[src/hdl/tse_pkg.sv]
// Shared types and constants for the table search engine.
// Used by every module of the block but tse_ram; depends on nothing.
`timescale 1ns / 1ps

package tse_pkg;

    localparam int TABLE_DEPTH = 32;
    localparam int ADDR_W      = $clog2(TABLE_DEPTH);
    localparam int LEN_W       = 6;
    localparam int WORD_W      = 32;

    typedef enum logic [1:0] {
        FUNC_LOAD   = 2'd0,
        FUNC_LINEAR = 2'd1,
        FUNC_BINARY = 2'd2
    } func_t;

    typedef enum logic [1:0] {
        ST_IDLE,
        ST_CHECK,
        ST_COMPARE,
        ST_HOLD
    } state_t;

    typedef struct packed {
        logic [1:0]               func;
        logic [4:0]               entry_index;
        logic signed [WORD_W-1:0] entry_value;
        logic signed [WORD_W-1:0] search_key;
    } in_item_t;

    typedef struct packed {
        logic       found;
        logic [4:0] position;
        logic [5:0] comparisons;
    } out_item_t;

    // Outcome of one probe from the shared comparator
    typedef struct packed {
        logic eq;
        logic lt;
    } cmp_t;

endpackage

[src/hdl/tse_ram.sv]
// Generic single-write, single-read RAM with registered read data.
// No dependencies.
`timescale 1ns / 1ps

module tse_ram #(
    parameter int WIDTH = 32,
    parameter int DEPTH = 32
) (
    input  logic                     clk,
    input  logic                     we,
    input  logic [$clog2(DEPTH)-1:0] waddr,
    input  logic [WIDTH-1:0]         wdata,
    input  logic                     re,
    input  logic [$clog2(DEPTH)-1:0] raddr,
    output logic [WIDTH-1:0]         rdata
);

    logic [WIDTH-1:0] mem [DEPTH];

    always_ff @(posedge clk)
    begin
        if (we)
        begin
            mem[waddr] <= wdata;
        end
        if (re)
        begin
            rdata <= mem[raddr];
        end
    end

endmodule

[src/hdl/tse_cmp.sv]
// Shared key comparator: signed equality and less-than of one entry against the key.
// Depends on tse_pkg.
`timescale 1ns / 1ps

module tse_cmp (
    input  logic signed [tse_pkg::WORD_W-1:0] entry,
    input  logic signed [tse_pkg::WORD_W-1:0] key,
    output tse_pkg::cmp_t                     result
);

    always_comb
    begin
        result.eq = (entry == key);
        result.lt = (entry < key);
    end

endmodule

[src/hdl/tse_ctrl.sv]
// Search sequencer: bounds, probe pointer, comparison count and output word register.
// Depends on tse_pkg; drives the table RAM read port and the shared comparator.
`timescale 1ns / 1ps

module tse_ctrl (
    input  logic                              clk,
    input  logic                              rst_n,
    input  logic                              in_valid,
    output logic                              in_stall,
    input  tse_pkg::in_item_t                 in_data,
    output logic                              out_valid,
    input  logic                              out_stall,
    output tse_pkg::out_item_t                out_data,
    input  logic [tse_pkg::LEN_W-1:0]         search_len,
    output logic                              rd_en,
    output logic [tse_pkg::ADDR_W-1:0]        rd_addr,
    output logic signed [tse_pkg::WORD_W-1:0] key,
    input  tse_pkg::cmp_t                     cmp
);

    tse_pkg::state_t           state_reg, state_next;
    logic [tse_pkg::LEN_W-1:0] low_reg, low_next;
    logic [tse_pkg::LEN_W-1:0] hix_reg, hix_next;    // exclusive upper bound
    logic [tse_pkg::ADDR_W-1:0] probe_reg, probe_next;
    logic [tse_pkg::LEN_W-1:0] cmps_reg, cmps_next;
    logic                      bin_reg, bin_next;
    logic signed [tse_pkg::WORD_W-1:0] key_reg, key_next;
    tse_pkg::out_item_t        res_reg, res_next;
    logic                      out_valid_reg, out_valid_next;
    tse_pkg::out_item_t        out_reg, out_next;
    logic [tse_pkg::LEN_W:0]   mid_sum;
    logic                      accept;
    logic                      slot_free;

    assign accept    = in_valid && !in_stall;
    assign slot_free = !out_valid_reg || !out_stall;
    assign mid_sum   = {1'b0, low_reg} + {1'b0, hix_reg} - {{tse_pkg::LEN_W{1'b0}}, 1'b1};

    assign in_stall  = (state_reg != tse_pkg::ST_IDLE);
    assign out_valid = out_valid_reg;
    assign out_data  = out_reg;
    assign key       = key_reg;

    always_ff @(posedge clk or negedge rst_n)
    begin
        if (!rst_n)
        begin
            state_reg     <= tse_pkg::ST_IDLE;
            out_valid_reg <= 1'b0;
        end
        else
        begin
            state_reg     <= state_next;
            out_valid_reg <= out_valid_next;
        end
    end

    always_ff @(posedge clk)
    begin
        low_reg   <= low_next;
        hix_reg   <= hix_next;
        probe_reg <= probe_next;
        cmps_reg  <= cmps_next;
        bin_reg   <= bin_next;
        key_reg   <= key_next;
        res_reg   <= res_next;
        out_reg   <= out_next;
    end

    always_comb
    begin
        state_next     = state_reg;
        low_next       = low_reg;
        hix_next       = hix_reg;
        probe_next     = probe_reg;
        cmps_next      = cmps_reg;
        bin_next       = bin_reg;
        key_next       = key_reg;
        res_next       = res_reg;
        out_next       = out_reg;
        out_valid_next = out_valid_reg && out_stall;
        rd_en          = 1'b0;
        rd_addr        = low_reg[tse_pkg::ADDR_W-1:0];

        case (state_reg)
            tse_pkg::ST_IDLE:
            begin
                if (accept && (in_data.func == tse_pkg::FUNC_LINEAR ||
                               in_data.func == tse_pkg::FUNC_BINARY))
                begin
                    low_next   = '0;
                    hix_next   = search_len;
                    cmps_next  = '0;
                    bin_next   = (in_data.func == tse_pkg::FUNC_BINARY);
                    key_next   = in_data.search_key;
                    state_next = tse_pkg::ST_CHECK;
                end
            end
            tse_pkg::ST_CHECK:
            begin
                if (low_reg < hix_reg)
                begin
                    rd_en      = 1'b1;
                    rd_addr    = bin_reg ? mid_sum[tse_pkg::ADDR_W:1]
                                         : low_reg[tse_pkg::ADDR_W-1:0];
                    probe_next = rd_addr;
                    state_next = tse_pkg::ST_COMPARE;
                end
                else
                begin
                    res_next.found       = 1'b0;
                    res_next.position    = '0;
                    res_next.comparisons = cmps_reg;
                    state_next           = tse_pkg::ST_HOLD;
                end
            end
            tse_pkg::ST_COMPARE:
            begin
                cmps_next = cmps_reg + 1'b1;
                if (cmp.eq)
                begin
                    res_next.found       = 1'b1;
                    res_next.position    = probe_reg;
                    res_next.comparisons = cmps_next;
                    state_next           = tse_pkg::ST_HOLD;
                end
                else
                begin
                    // linear always steps past the probe; binary moves low or high
                    if (!bin_reg || cmp.lt)
                    begin
                        low_next = {1'b0, probe_reg} + 1'b1;
                    end
                    else
                    begin
                        hix_next = {1'b0, probe_reg};
                    end
                    state_next = tse_pkg::ST_CHECK;
                end
            end
            tse_pkg::ST_HOLD:
            begin
                // hold the result until the output word register frees up
                if (slot_free)
                begin
                    out_next       = res_reg;
                    out_valid_next = 1'b1;
                    state_next     = tse_pkg::ST_IDLE;
                end
            end
            default:
            begin
                state_next = tse_pkg::ST_IDLE;
            end
        endcase
    end

endmodule

[src/hdl/table_search_engine_top.sv]
// Table search engine top level: length register, table RAM, comparator and sequencer.
// Depends on tse_pkg, tse_ram, tse_cmp and tse_ctrl.
`timescale 1ns / 1ps

// Usage:
//   Input channel (in_valid/in_stall/in_data) carries load and query words.
//   A load (func 0) writes entry_value at entry_index and gives no result.
//   A linear (func 1) or binary (func 2) query searches the first table_length
//   entries for search_key; func 3 is dropped.
//   Output channel (out_valid/out_stall/out_data) returns found, position and
//   comparisons, one word per query.
//   Config channel (cfg_valid/cfg_ready/cfg_data) writes table_length; values
//   above 32 search the whole table. Write only while no query is running.
// Flow:
//   A load does not stall the input. A query makes one RAM read and one compare
//   per probe on the single read port and comparator: a read in ST_CHECK, then
//   a compare in ST_COMPARE; a hit or an empty range moves to ST_HOLD. The
//   result word becomes valid in the same cycle that the next word can enter.
//   in_stall is high from query accept until its result enters the output
//   register; a waiting result blocks the next word.
// Reset: table_length clears to 0, no result is pending; table contents are
//   undefined until loaded.
// Stall: a stalled output word holds; a finished query waits in the
//   sequencer and keeps the input stalled until the output register frees.

module table_search_engine_top (
    input  logic                             clk,
    input  logic                             rst_n,
    input  logic                             in_valid,
    output logic                             in_stall,
    input  tse_pkg::in_item_t                in_data,
    output logic                             out_valid,
    input  logic                             out_stall,
    output tse_pkg::out_item_t               out_data,
    input  logic                             cfg_valid,
    output logic                             cfg_ready,
    input  logic [tse_pkg::LEN_W-1:0]        cfg_data
);

    logic [tse_pkg::LEN_W-1:0]         len_reg, len_next;
    logic [tse_pkg::LEN_W-1:0]         search_len;
    logic                              wr_en;
    logic                              rd_en;
    logic [tse_pkg::ADDR_W-1:0]        rd_addr;
    logic [tse_pkg::WORD_W-1:0]        rd_data;
    logic signed [tse_pkg::WORD_W-1:0] key;
    tse_pkg::cmp_t                     cmp;

    assign cfg_ready  = 1'b1;
    assign len_next   = (cfg_valid && cfg_ready) ? cfg_data : len_reg;
    assign search_len = (len_reg > tse_pkg::LEN_W'(tse_pkg::TABLE_DEPTH))
                        ? tse_pkg::LEN_W'(tse_pkg::TABLE_DEPTH) : len_reg;
    assign wr_en      = in_valid && !in_stall && (in_data.func == tse_pkg::FUNC_LOAD);

    always_ff @(posedge clk or negedge rst_n)
    begin
        if (!rst_n)
        begin
            len_reg <= '0;
        end
        else
        begin
            len_reg <= len_next;
        end
    end

    tse_ram #(
        .WIDTH (tse_pkg::WORD_W),
        .DEPTH (tse_pkg::TABLE_DEPTH)
    ) u_table (
        .clk   (clk),
        .we    (wr_en),
        .waddr (in_data.entry_index[tse_pkg::ADDR_W-1:0]),
        .wdata (in_data.entry_value),
        .re    (rd_en),
        .raddr (rd_addr),
        .rdata (rd_data)
    );

    tse_cmp u_cmp (
        .entry  ($signed(rd_data)),
        .key    (key),
        .result (cmp)
    );

    tse_ctrl u_ctrl (
        .clk        (clk),
        .rst_n      (rst_n),
        .in_valid   (in_valid),
        .in_stall   (in_stall),
        .in_data    (in_data),
        .out_valid  (out_valid),
        .out_stall  (out_stall),
        .out_data   (out_data),
        .search_len (search_len),
        .rd_en      (rd_en),
        .rd_addr    (rd_addr),
        .key        (key),
        .cmp        (cmp)
    );

endmodule

[config.mk]
export PLATFORM = sky130hd
export DESIGN_NAME = table_search_engine_top
export DESIGN_NICKNAME = d
export VERILOG_FILES = /design/src/hdl/tse_pkg.sv /design/src/hdl/tse_ram.sv /design/src/hdl/tse_cmp.sv /design/src/hdl/tse_ctrl.sv /design/src/hdl/table_search_engine_top.sv
export SDC_FILE = /design/constraint.sdc
export NUM_CORES = 1
export LEC_CHECK = 0
export ABC_AREA = 1
export ABC_CLOCK_PERIOD_IN_PS = 5700
export BUFFER_PORTS_ARGS = -buffer_cell sky130_fd_sc_hd__clkbuf_2
export CORE_ASPECT_RATIO = 0.75
export CORE_MARGIN = 4
export CORE_UTILIZATION = 45
export CTS_CLUSTER_SIZE = 12
export DETAILED_ROUTE_END_ITERATION = 16
export GPL_TIMING_DRIVEN = 0
export PLACE_DENSITY = 0.56
export SLEW_MARGIN = 10
export SYNTH_ARGS = -nofsm -noshare
export SYNTH_HDL_FRONTEND = slang
export SYNTH_HIERARCHICAL = 1
export SYNTH_SLANG_ARGS = --single-unit
export TNS_END_PERCENT = 10
[constraint.sdc]
create_clock -name clk -period 5.7 [get_ports clk]
set_input_delay 0.855 -clock clk [delete_from_list [all_inputs] [get_ports clk]]
set_output_delay 0.855 -clock clk [all_outputs]
set_load 0.1 [all_outputs]
# [After elaboration in Yosys (flattened, before gate mapping)]
# Memories as Yosys holds them, arrays and structs flattened. A register that Yosys moved wholly into a read port is not among the register bits.
# Cells that the tools add are included.
[classes] add_sub_neg=4 magnitude_cmp=3 eq_ne=13 n_mux=27 n_reduce_logical=24
[ops] cell="$mux 6" count=7
[ops] cell="$pmux 6 s2" count=3
[ops] cell="$eq 32x32->1" count=1
[ops] cell="$lt 32x32->1" count=1
[ops] cell="$mux 12" count=2
[ops] cell="$pmux 12 s2" count=1
[ops] cell="$mux 5" count=3
[ops] cell="$reduce_and 2->1" count=5
[ops] cell="$ne 2x2->1 const B" count=4
[ops] cell="$pmux 2 s4" count=1
[ops] cell="$reduce_and 4->1" count=2
[ops] cell="$mux 1" count=7
[ops] cell="$add 5x1->6 const B" count=1
[ops] cell="$add 6x1->6 const B" count=1
[ops] cell="$add 6x6->6" count=1
[ops] cell="$eq 2x2->1 const B" count=3
[ops] cell="$gt 6x6->1 const B" count=1
[ops] cell="$lt 6x6->1" count=1
[ops] cell="$mux 2" count=3
[ops] cell="$ne 2x1->1 const B" count=3
[ops] cell="$reduce_bool 2->1" count=3
[ops] cell="$sub 6x1->6 const B" count=1
[ops] cell="$eq 2x1->1 const B" count=2
[ops] cell="$logic_and 1x1->1" count=4
[ops] cell="other kinds (4)" count=10
[totals] regBits=89 mem_bits_rw=1024 input_bits=82 out_inout_bits=15 word_cells=87 n_memories=1
[memory_table] memory="u_table.mem" depth=32 word_bits=32 read_ports=1 rd_clocked_by_memory_dff=1 write_ports=1 line_no="tse_ram.sv:18" rtl="logic [WIDTH-1:0] mem [DEPTH];"

# [Longest topological paths before layout]
[depth] depth_word=6 ltp_mapped=22

# [By module]
# Netlist, hierarchy kept.
[by_module_without_submodules] mod="tse_ram" n_inst=1 cells_each=3536 area_each_um2=42726.0 seq_area_each_um2=31710.4
[by_module_without_submodules] mod="tse_ctrl" n_inst=1 cells_each=283 area_each_um2=3505.9 seq_area_each_um2=2477.4
[by_module_without_submodules] mod="tse_cmp" n_inst=1 cells_each=144 area_each_um2=885.8 seq_area_each_um2=0.0
[by_module_without_submodules] mod="table_search_engine_top" n_inst=1 cells_each=35 area_each_um2=294.0 seq_area_each_um2=150.1

# [Worst setup path after synthesis]
# Ideal clock, no wire load.
[synth_timing] path_type="input port to flip-flop" from="in in_data[69] in the netlist's numbering" to="reg u_ctrl/low_reg[0] in the netlist's numbering (enable)" setup_time_ps=363 arrival_time_ps=3254 setup_slack_ps=2083 cell_stages=5 path_buffers=0 cell_sequence="inv_1 > ha_1 > nor3_2 > o21ai_0 > a21oi_1"
[synth_between] elab_chain_cells=5
[synth_lines] item="start, declared" line_no="table_search_engine_top.sv:31" rtl="input tse_pkg::in_item_t in_data,"
[synth_lines] item="$eq 2x1->1 or $eq 2x2->1 (tied branches)" line_no="tse_ctrl.sv:88, tse_ctrl.sv:89"
[synth_lines] item="$logic_or 1x1->1 (*)" line_no="tse_ctrl.sv:88" rtl="if (accept && (in_data.func == tse_pkg::FUNC_LINEAR ||"
[synth_lines] item="$logic_and 1x1->1 (*)" line_no="tse_ctrl.sv:88"
[synth_lines] item="$ne 2x1->1 (no source line) (*)"
[synth_lines] item="$reduce_and 4->1 (no source line) (*)"
[synth_lines] item="end signal, assigned" line_no="tse_ctrl.sv:60" rtl="low_reg <= low_next;"
[synth_lines] item="end, declared" line_no="tse_ctrl.sv:22" rtl="logic [tse_pkg::LEN_W-1:0] low_reg, low_next;"
# Every way passes the cells marked *; elsewhere a longest branch is shown, timed or not.
# A chain may end at the register's enable or synchronous reset.

# [Final worst setup path]
[layout_timing] from="reg u_ctrl/low_reg[3] in the netlist's numbering" to="reg u_table.rdata[15] (read register of u_table.mem) (data pin)"
[layout_rtl] item="$lt 6x6->1" line_no="tse_ctrl.sv:101" rtl="if (low_reg < hix_reg)"
[layout_rtl] item="$mux 1" line_no="tse_ctrl.sv:101"
[layout_rtl] item="$mux 1" line_no="tse_ctrl.sv:85" rtl="case (state_reg)"
[layout_rtl] item="net rd_en" line_no="table_search_engine_top.sv:43" rtl="logic rd_en;"
[layout_rtl] item="end, declared" line_no="tse_ram.sv:15" rtl="output logic [WIDTH-1:0] rdata"
# The timed path passes the listed nets, and every way through them passes these cells.

==> insert_results.sql <==
INSERT INTO impl_metrics (metric_group, metric, value, unit) VALUES
('timing', 'grt_setup_unrepaired', 'no', ''),
('placed_design', 'hpwl', '96000', 'um'),
('synthesis', 'synth-main-ff-cell', 'edfxtp_1', ''),
('placed_design', 'dp_cells', '5531', ''),
('floorplan', 'floorplan.die.width', '383', 'um'),
('synthesis', 'asyncSetResetFlopFracSynth', '0.00786', ''),
('routing', 'detail_route.wl_per_cell', '25.2', 'um'),
('floorplan', 'die_h', '289', 'um'),
('routing', 'detail_route.first_pass.iterations', '6', ''),
('routing', 'detail_route.wirelength', '144000', 'um'),
('finish', 'post_route_cell_area', '53900', 'um^2'),
('setup_path', 'critical_path.top_delay_family', 'simple AND/OR/NAND/NOR gates', ''),
('synthesis', 'netlist_top_cells_area', 'edfxtp_1 (72%), nand2_1 (12%), nand3_1 (8.4%)', ''),
('global_route', 'grt_start_max_net_pins', '47', ''),
('routing', 'first_iter_violations', '3635', ''),
('synthesis', 'synthTopCellsByCount', 'nand2_1 (1530), edfxtp_1 (1136), nand3_1 (795), inv_1 (100), buf_2 (85)', ''),
('setup_path', 'critical_path_arrival', '5.50', 'ns'),
('finish', 'final-instance-count-excl-fill', '5712', ''),
('timing', 'worst_pin_slew', '1.17', 'ns'),
('synthesis', 'postSynthAreaPerCell', '11.9', 'um^2'),
('floorplan', 'floorplan.die_area', '111000', 'um^2'),
('setup_path', 'max_stage_delay', '0.66', 'ns'),
('routing', 'antenna_violating_nets_post_route', '0', ''),
('finish', 'max_reg_flops', '1024', ''),
('placed_design', 'port_buffers', '95', ''),
('floorplan', 'initial_utilization', '0.456', ''),
('clocking', 'clock-sinks', '1145', ''),
('outcome', 'run_status', 'complete, no violations', ''),
('floorplan', 'floorplan.io_pins', '97', ''),
('clocking', 'tritoncts_clock_tree', 'done', ''),
('synthesis', 'synthesis.instances', '3998', ''),
('clocking', 'cts_setup_buffers', '0', ''),
('clocking', 'worst_setup_hold_path_clk_slew', '0.06', 'ns'),
('timing', 'period_share', '0.888', ''),
('global_route', 'grt-ovfl-total', '0', ''),
('timing', 'report.final.setup_viol', '0', ''),
('finish', 'n_fill_cell', '9095', ''),
('setup_path', 'path_common_cell', 'nand2_1', ''),
('timing', 'slew_headroom', '0.214', ''),
('timing', 'final_hold_viol_count', '0', ''),
('setup_path', 'worstPathMaxFanout', '46', ''),
('timing', 'fin_skew', '0.0291', 'ns'),
('finish', 'post_route_cells_drive_above_1_share', '0.115', ''),
('setup_path', 'timing.critical_path.cells', 'inv_1, ha_1, inv_2, nand2_1, nand2_1, a21oi_1, nand2_2, nor2_8, nand2_1, o21ai_0, buf_2, buf_1, nand3_1, nand2_1, nand2_1, nand2_1, nand2_1, nand2_1', ''),
('synthesis', 'ys_ff_latch', '1145', ''),
('routing', 'vias', '31700', ''),
('floorplan', 'placement_rows', '102', ''),
('placed_design', 'placed_cell_area', '50600', 'um^2'),
('routing', 'route.detailed.drc', '0', ''),
('timing', 'layout_setup_ws', '0.641', 'ns'),
('global_route', 'antenna_found_initial', '5', ''),
('synthesis', 'netlist.area_leader.share', '0.719', ''),
('synthesis', 'synth_warnings', '6', ''),
('synthesis', 'synth.lib_cells_used.distinct', '37', ''),
('clocking', 'htree_levels', '3', ''),
('global_route', 'grt_pass1_vias', '28700', ''),
('timing', 'final_max_slew_viol_count', '0', ''),
('setup_path', 'cp.required', '6.14', 'ns'),
('finish', 'layout-area-overhead-vs-synth', '13.7', '%'),
('setup_path', 'cp_slowest_cell', 'buf_1', ''),
('global_route', 'total_routing_usage_reported_by_global_routing', '0.257', ''),
('synthesis', 'number_of_flops_mapped_to_enable_cells_by_yosys', '1136', ''),
('placed_design', 'placement_stage_worst_setup_slack', '0.782', 'ns'),
('synthesis', 'synth_sequential_area_ratio', '0.724', ''),
('floorplan', 'core_region_area', '104000', 'um^2'),
('global_route', 'grt_first_pass_wirelength', '204000', 'um'),
('setup_path', 'worstSetupPathType', 'register to register', ''),
('synthesis', 'synth_most_common_cell', 'nand2_1', ''),
('synthesis', 'mappedNetlistNets', '4129', ''),
('setup_path', 'crit_path_end_kind', 'register', ''),
('synthesis', 'synth.largest_area_cell', 'edfxtp_1', '');
==> per-stage QoR <==
step,setup TNS [ns],hold slack (ns),utilization
6_report,0,0.329,0.519
3_3_place_gp,-104.29,0.404,0.478
3_5_place_dp,0,0.405,0.487
2_1_floorplan,0,0.400,-
4_1_cts,0,0.272,0.519
5_1_grt,0,0.284,0.519
==> what timing repair did <==
item                                    4_1_cts  5_1_grt
hold buffers                                  1        0
endpoints found under the hold margin         9        0
endpoints found under the setup margin        0        0
==> placed cells by master (no fill, tap or decap), types with 3 or more instances in the layout <==
cell type	netlist	final
o21ai_1	5	5
nand3_1	795	795
inv_2	6	6
o21ai_0	20	20
ha_1	48	48
nor3_1	8	8
clkbuf_2	0	95
nand2_1	1530	1530
nor2_4	1	33
nand2_2	3	3
nand4_1	3	3
buf_1	18	18
nor2_1	70	38
inv_1	100	100
clkbuf_8	0	4
diode_2	0	4
buf_6	66	66
clkbuf_1	25	53
buf_12	0	27
bufinv_16	0	3
buf_2	85	85
buf_8	3	4
clkinv_2	0	9
clkinv_1	0	13
edfxtp_1	1136	1136
buf_4	27	27
dfrtp_1	9	9
clkbuf_16	0	117
buf_16	0	6
a21oi_1	19	19
==> worst paths after layout <==
kind                                            startpoint                              end  slack, ns  cells past startpoint
max                        u_ctrl/low_reg[3]$_SDFFCE_PN0P_      u_table/rdata[15]$_DFFE_PP_       0.64                     18
min                                            in_data[23]         u_ctrl/key[23]$_DFFE_PP_       0.33                      1
max reg2reg                u_ctrl/low_reg[3]$_SDFFCE_PN0P_      u_table/rdata[15]$_DFFE_PP_       0.64                     18
min reg2reg                    u_ctrl/res_reg[5]$_DFFE_PP_     u_ctrl/out_data[5]$_DFFE_PP_       0.42                      0
max in group asynchronous                            rst_n           len_reg[4]$_DFFE_PN0P_       4.94                      2
min in group asynchronous                            rst_n  u_ctrl/state_reg[1]$_DFFE_PN0P_       0.55                      2
==> metal layers <==
layer	GRT usage	vias to the layer above	wire length, um
li1	-	14300	-
met1	0.400	15600	64700
met2	0.361	1523	59700
met3	0.0622	210	15900
met4	0.0650	0	3610
met5	0	-	0
==> cell families (layout without fill, tap and decap cells) <==
kind of cell    count (synthesis)  in the layout  share of synthesized area
compound gates                 50             50                    0.00559
fa+ha+maj                      49             49                     0.0131
other cells                     1              5                  0.0000791
mux                             1              1                   0.000237
buf+inv                       331            637                     0.0419
flops                        1145           1145                      0.724
simple gates                 2418           2418                      0.214
xor+xnor                        3              3                   0.000554
==> layout make-up <==
| class | instances | area, um^2 | area share |
|---|---|---|---|
| Buffer | 224 | 1580 | 0.0293 |
| Clock buffer | 149 | 3090 | 0.0573 |
| Antenna cell | 4 | 10.0 | 0.000186 |
| Tap cell | 1404 | 1760 | 0.0326 |
| Inverter | 107 | 409 | 0.00759 |
| Sequential cell | 1145 | 34300 | 0.637 |
| Timing Repair Buffer | 130 | 1210 | 0.0224 |
| Clock inverter | 27 | 209 | 0.00387 |
| Multi-Input combinational cell | 2522 | 11300 | 0.210 |
Power is not shown: default switching activity piles up to over one toggle a cycle in this logic, so the estimate is an artifact.
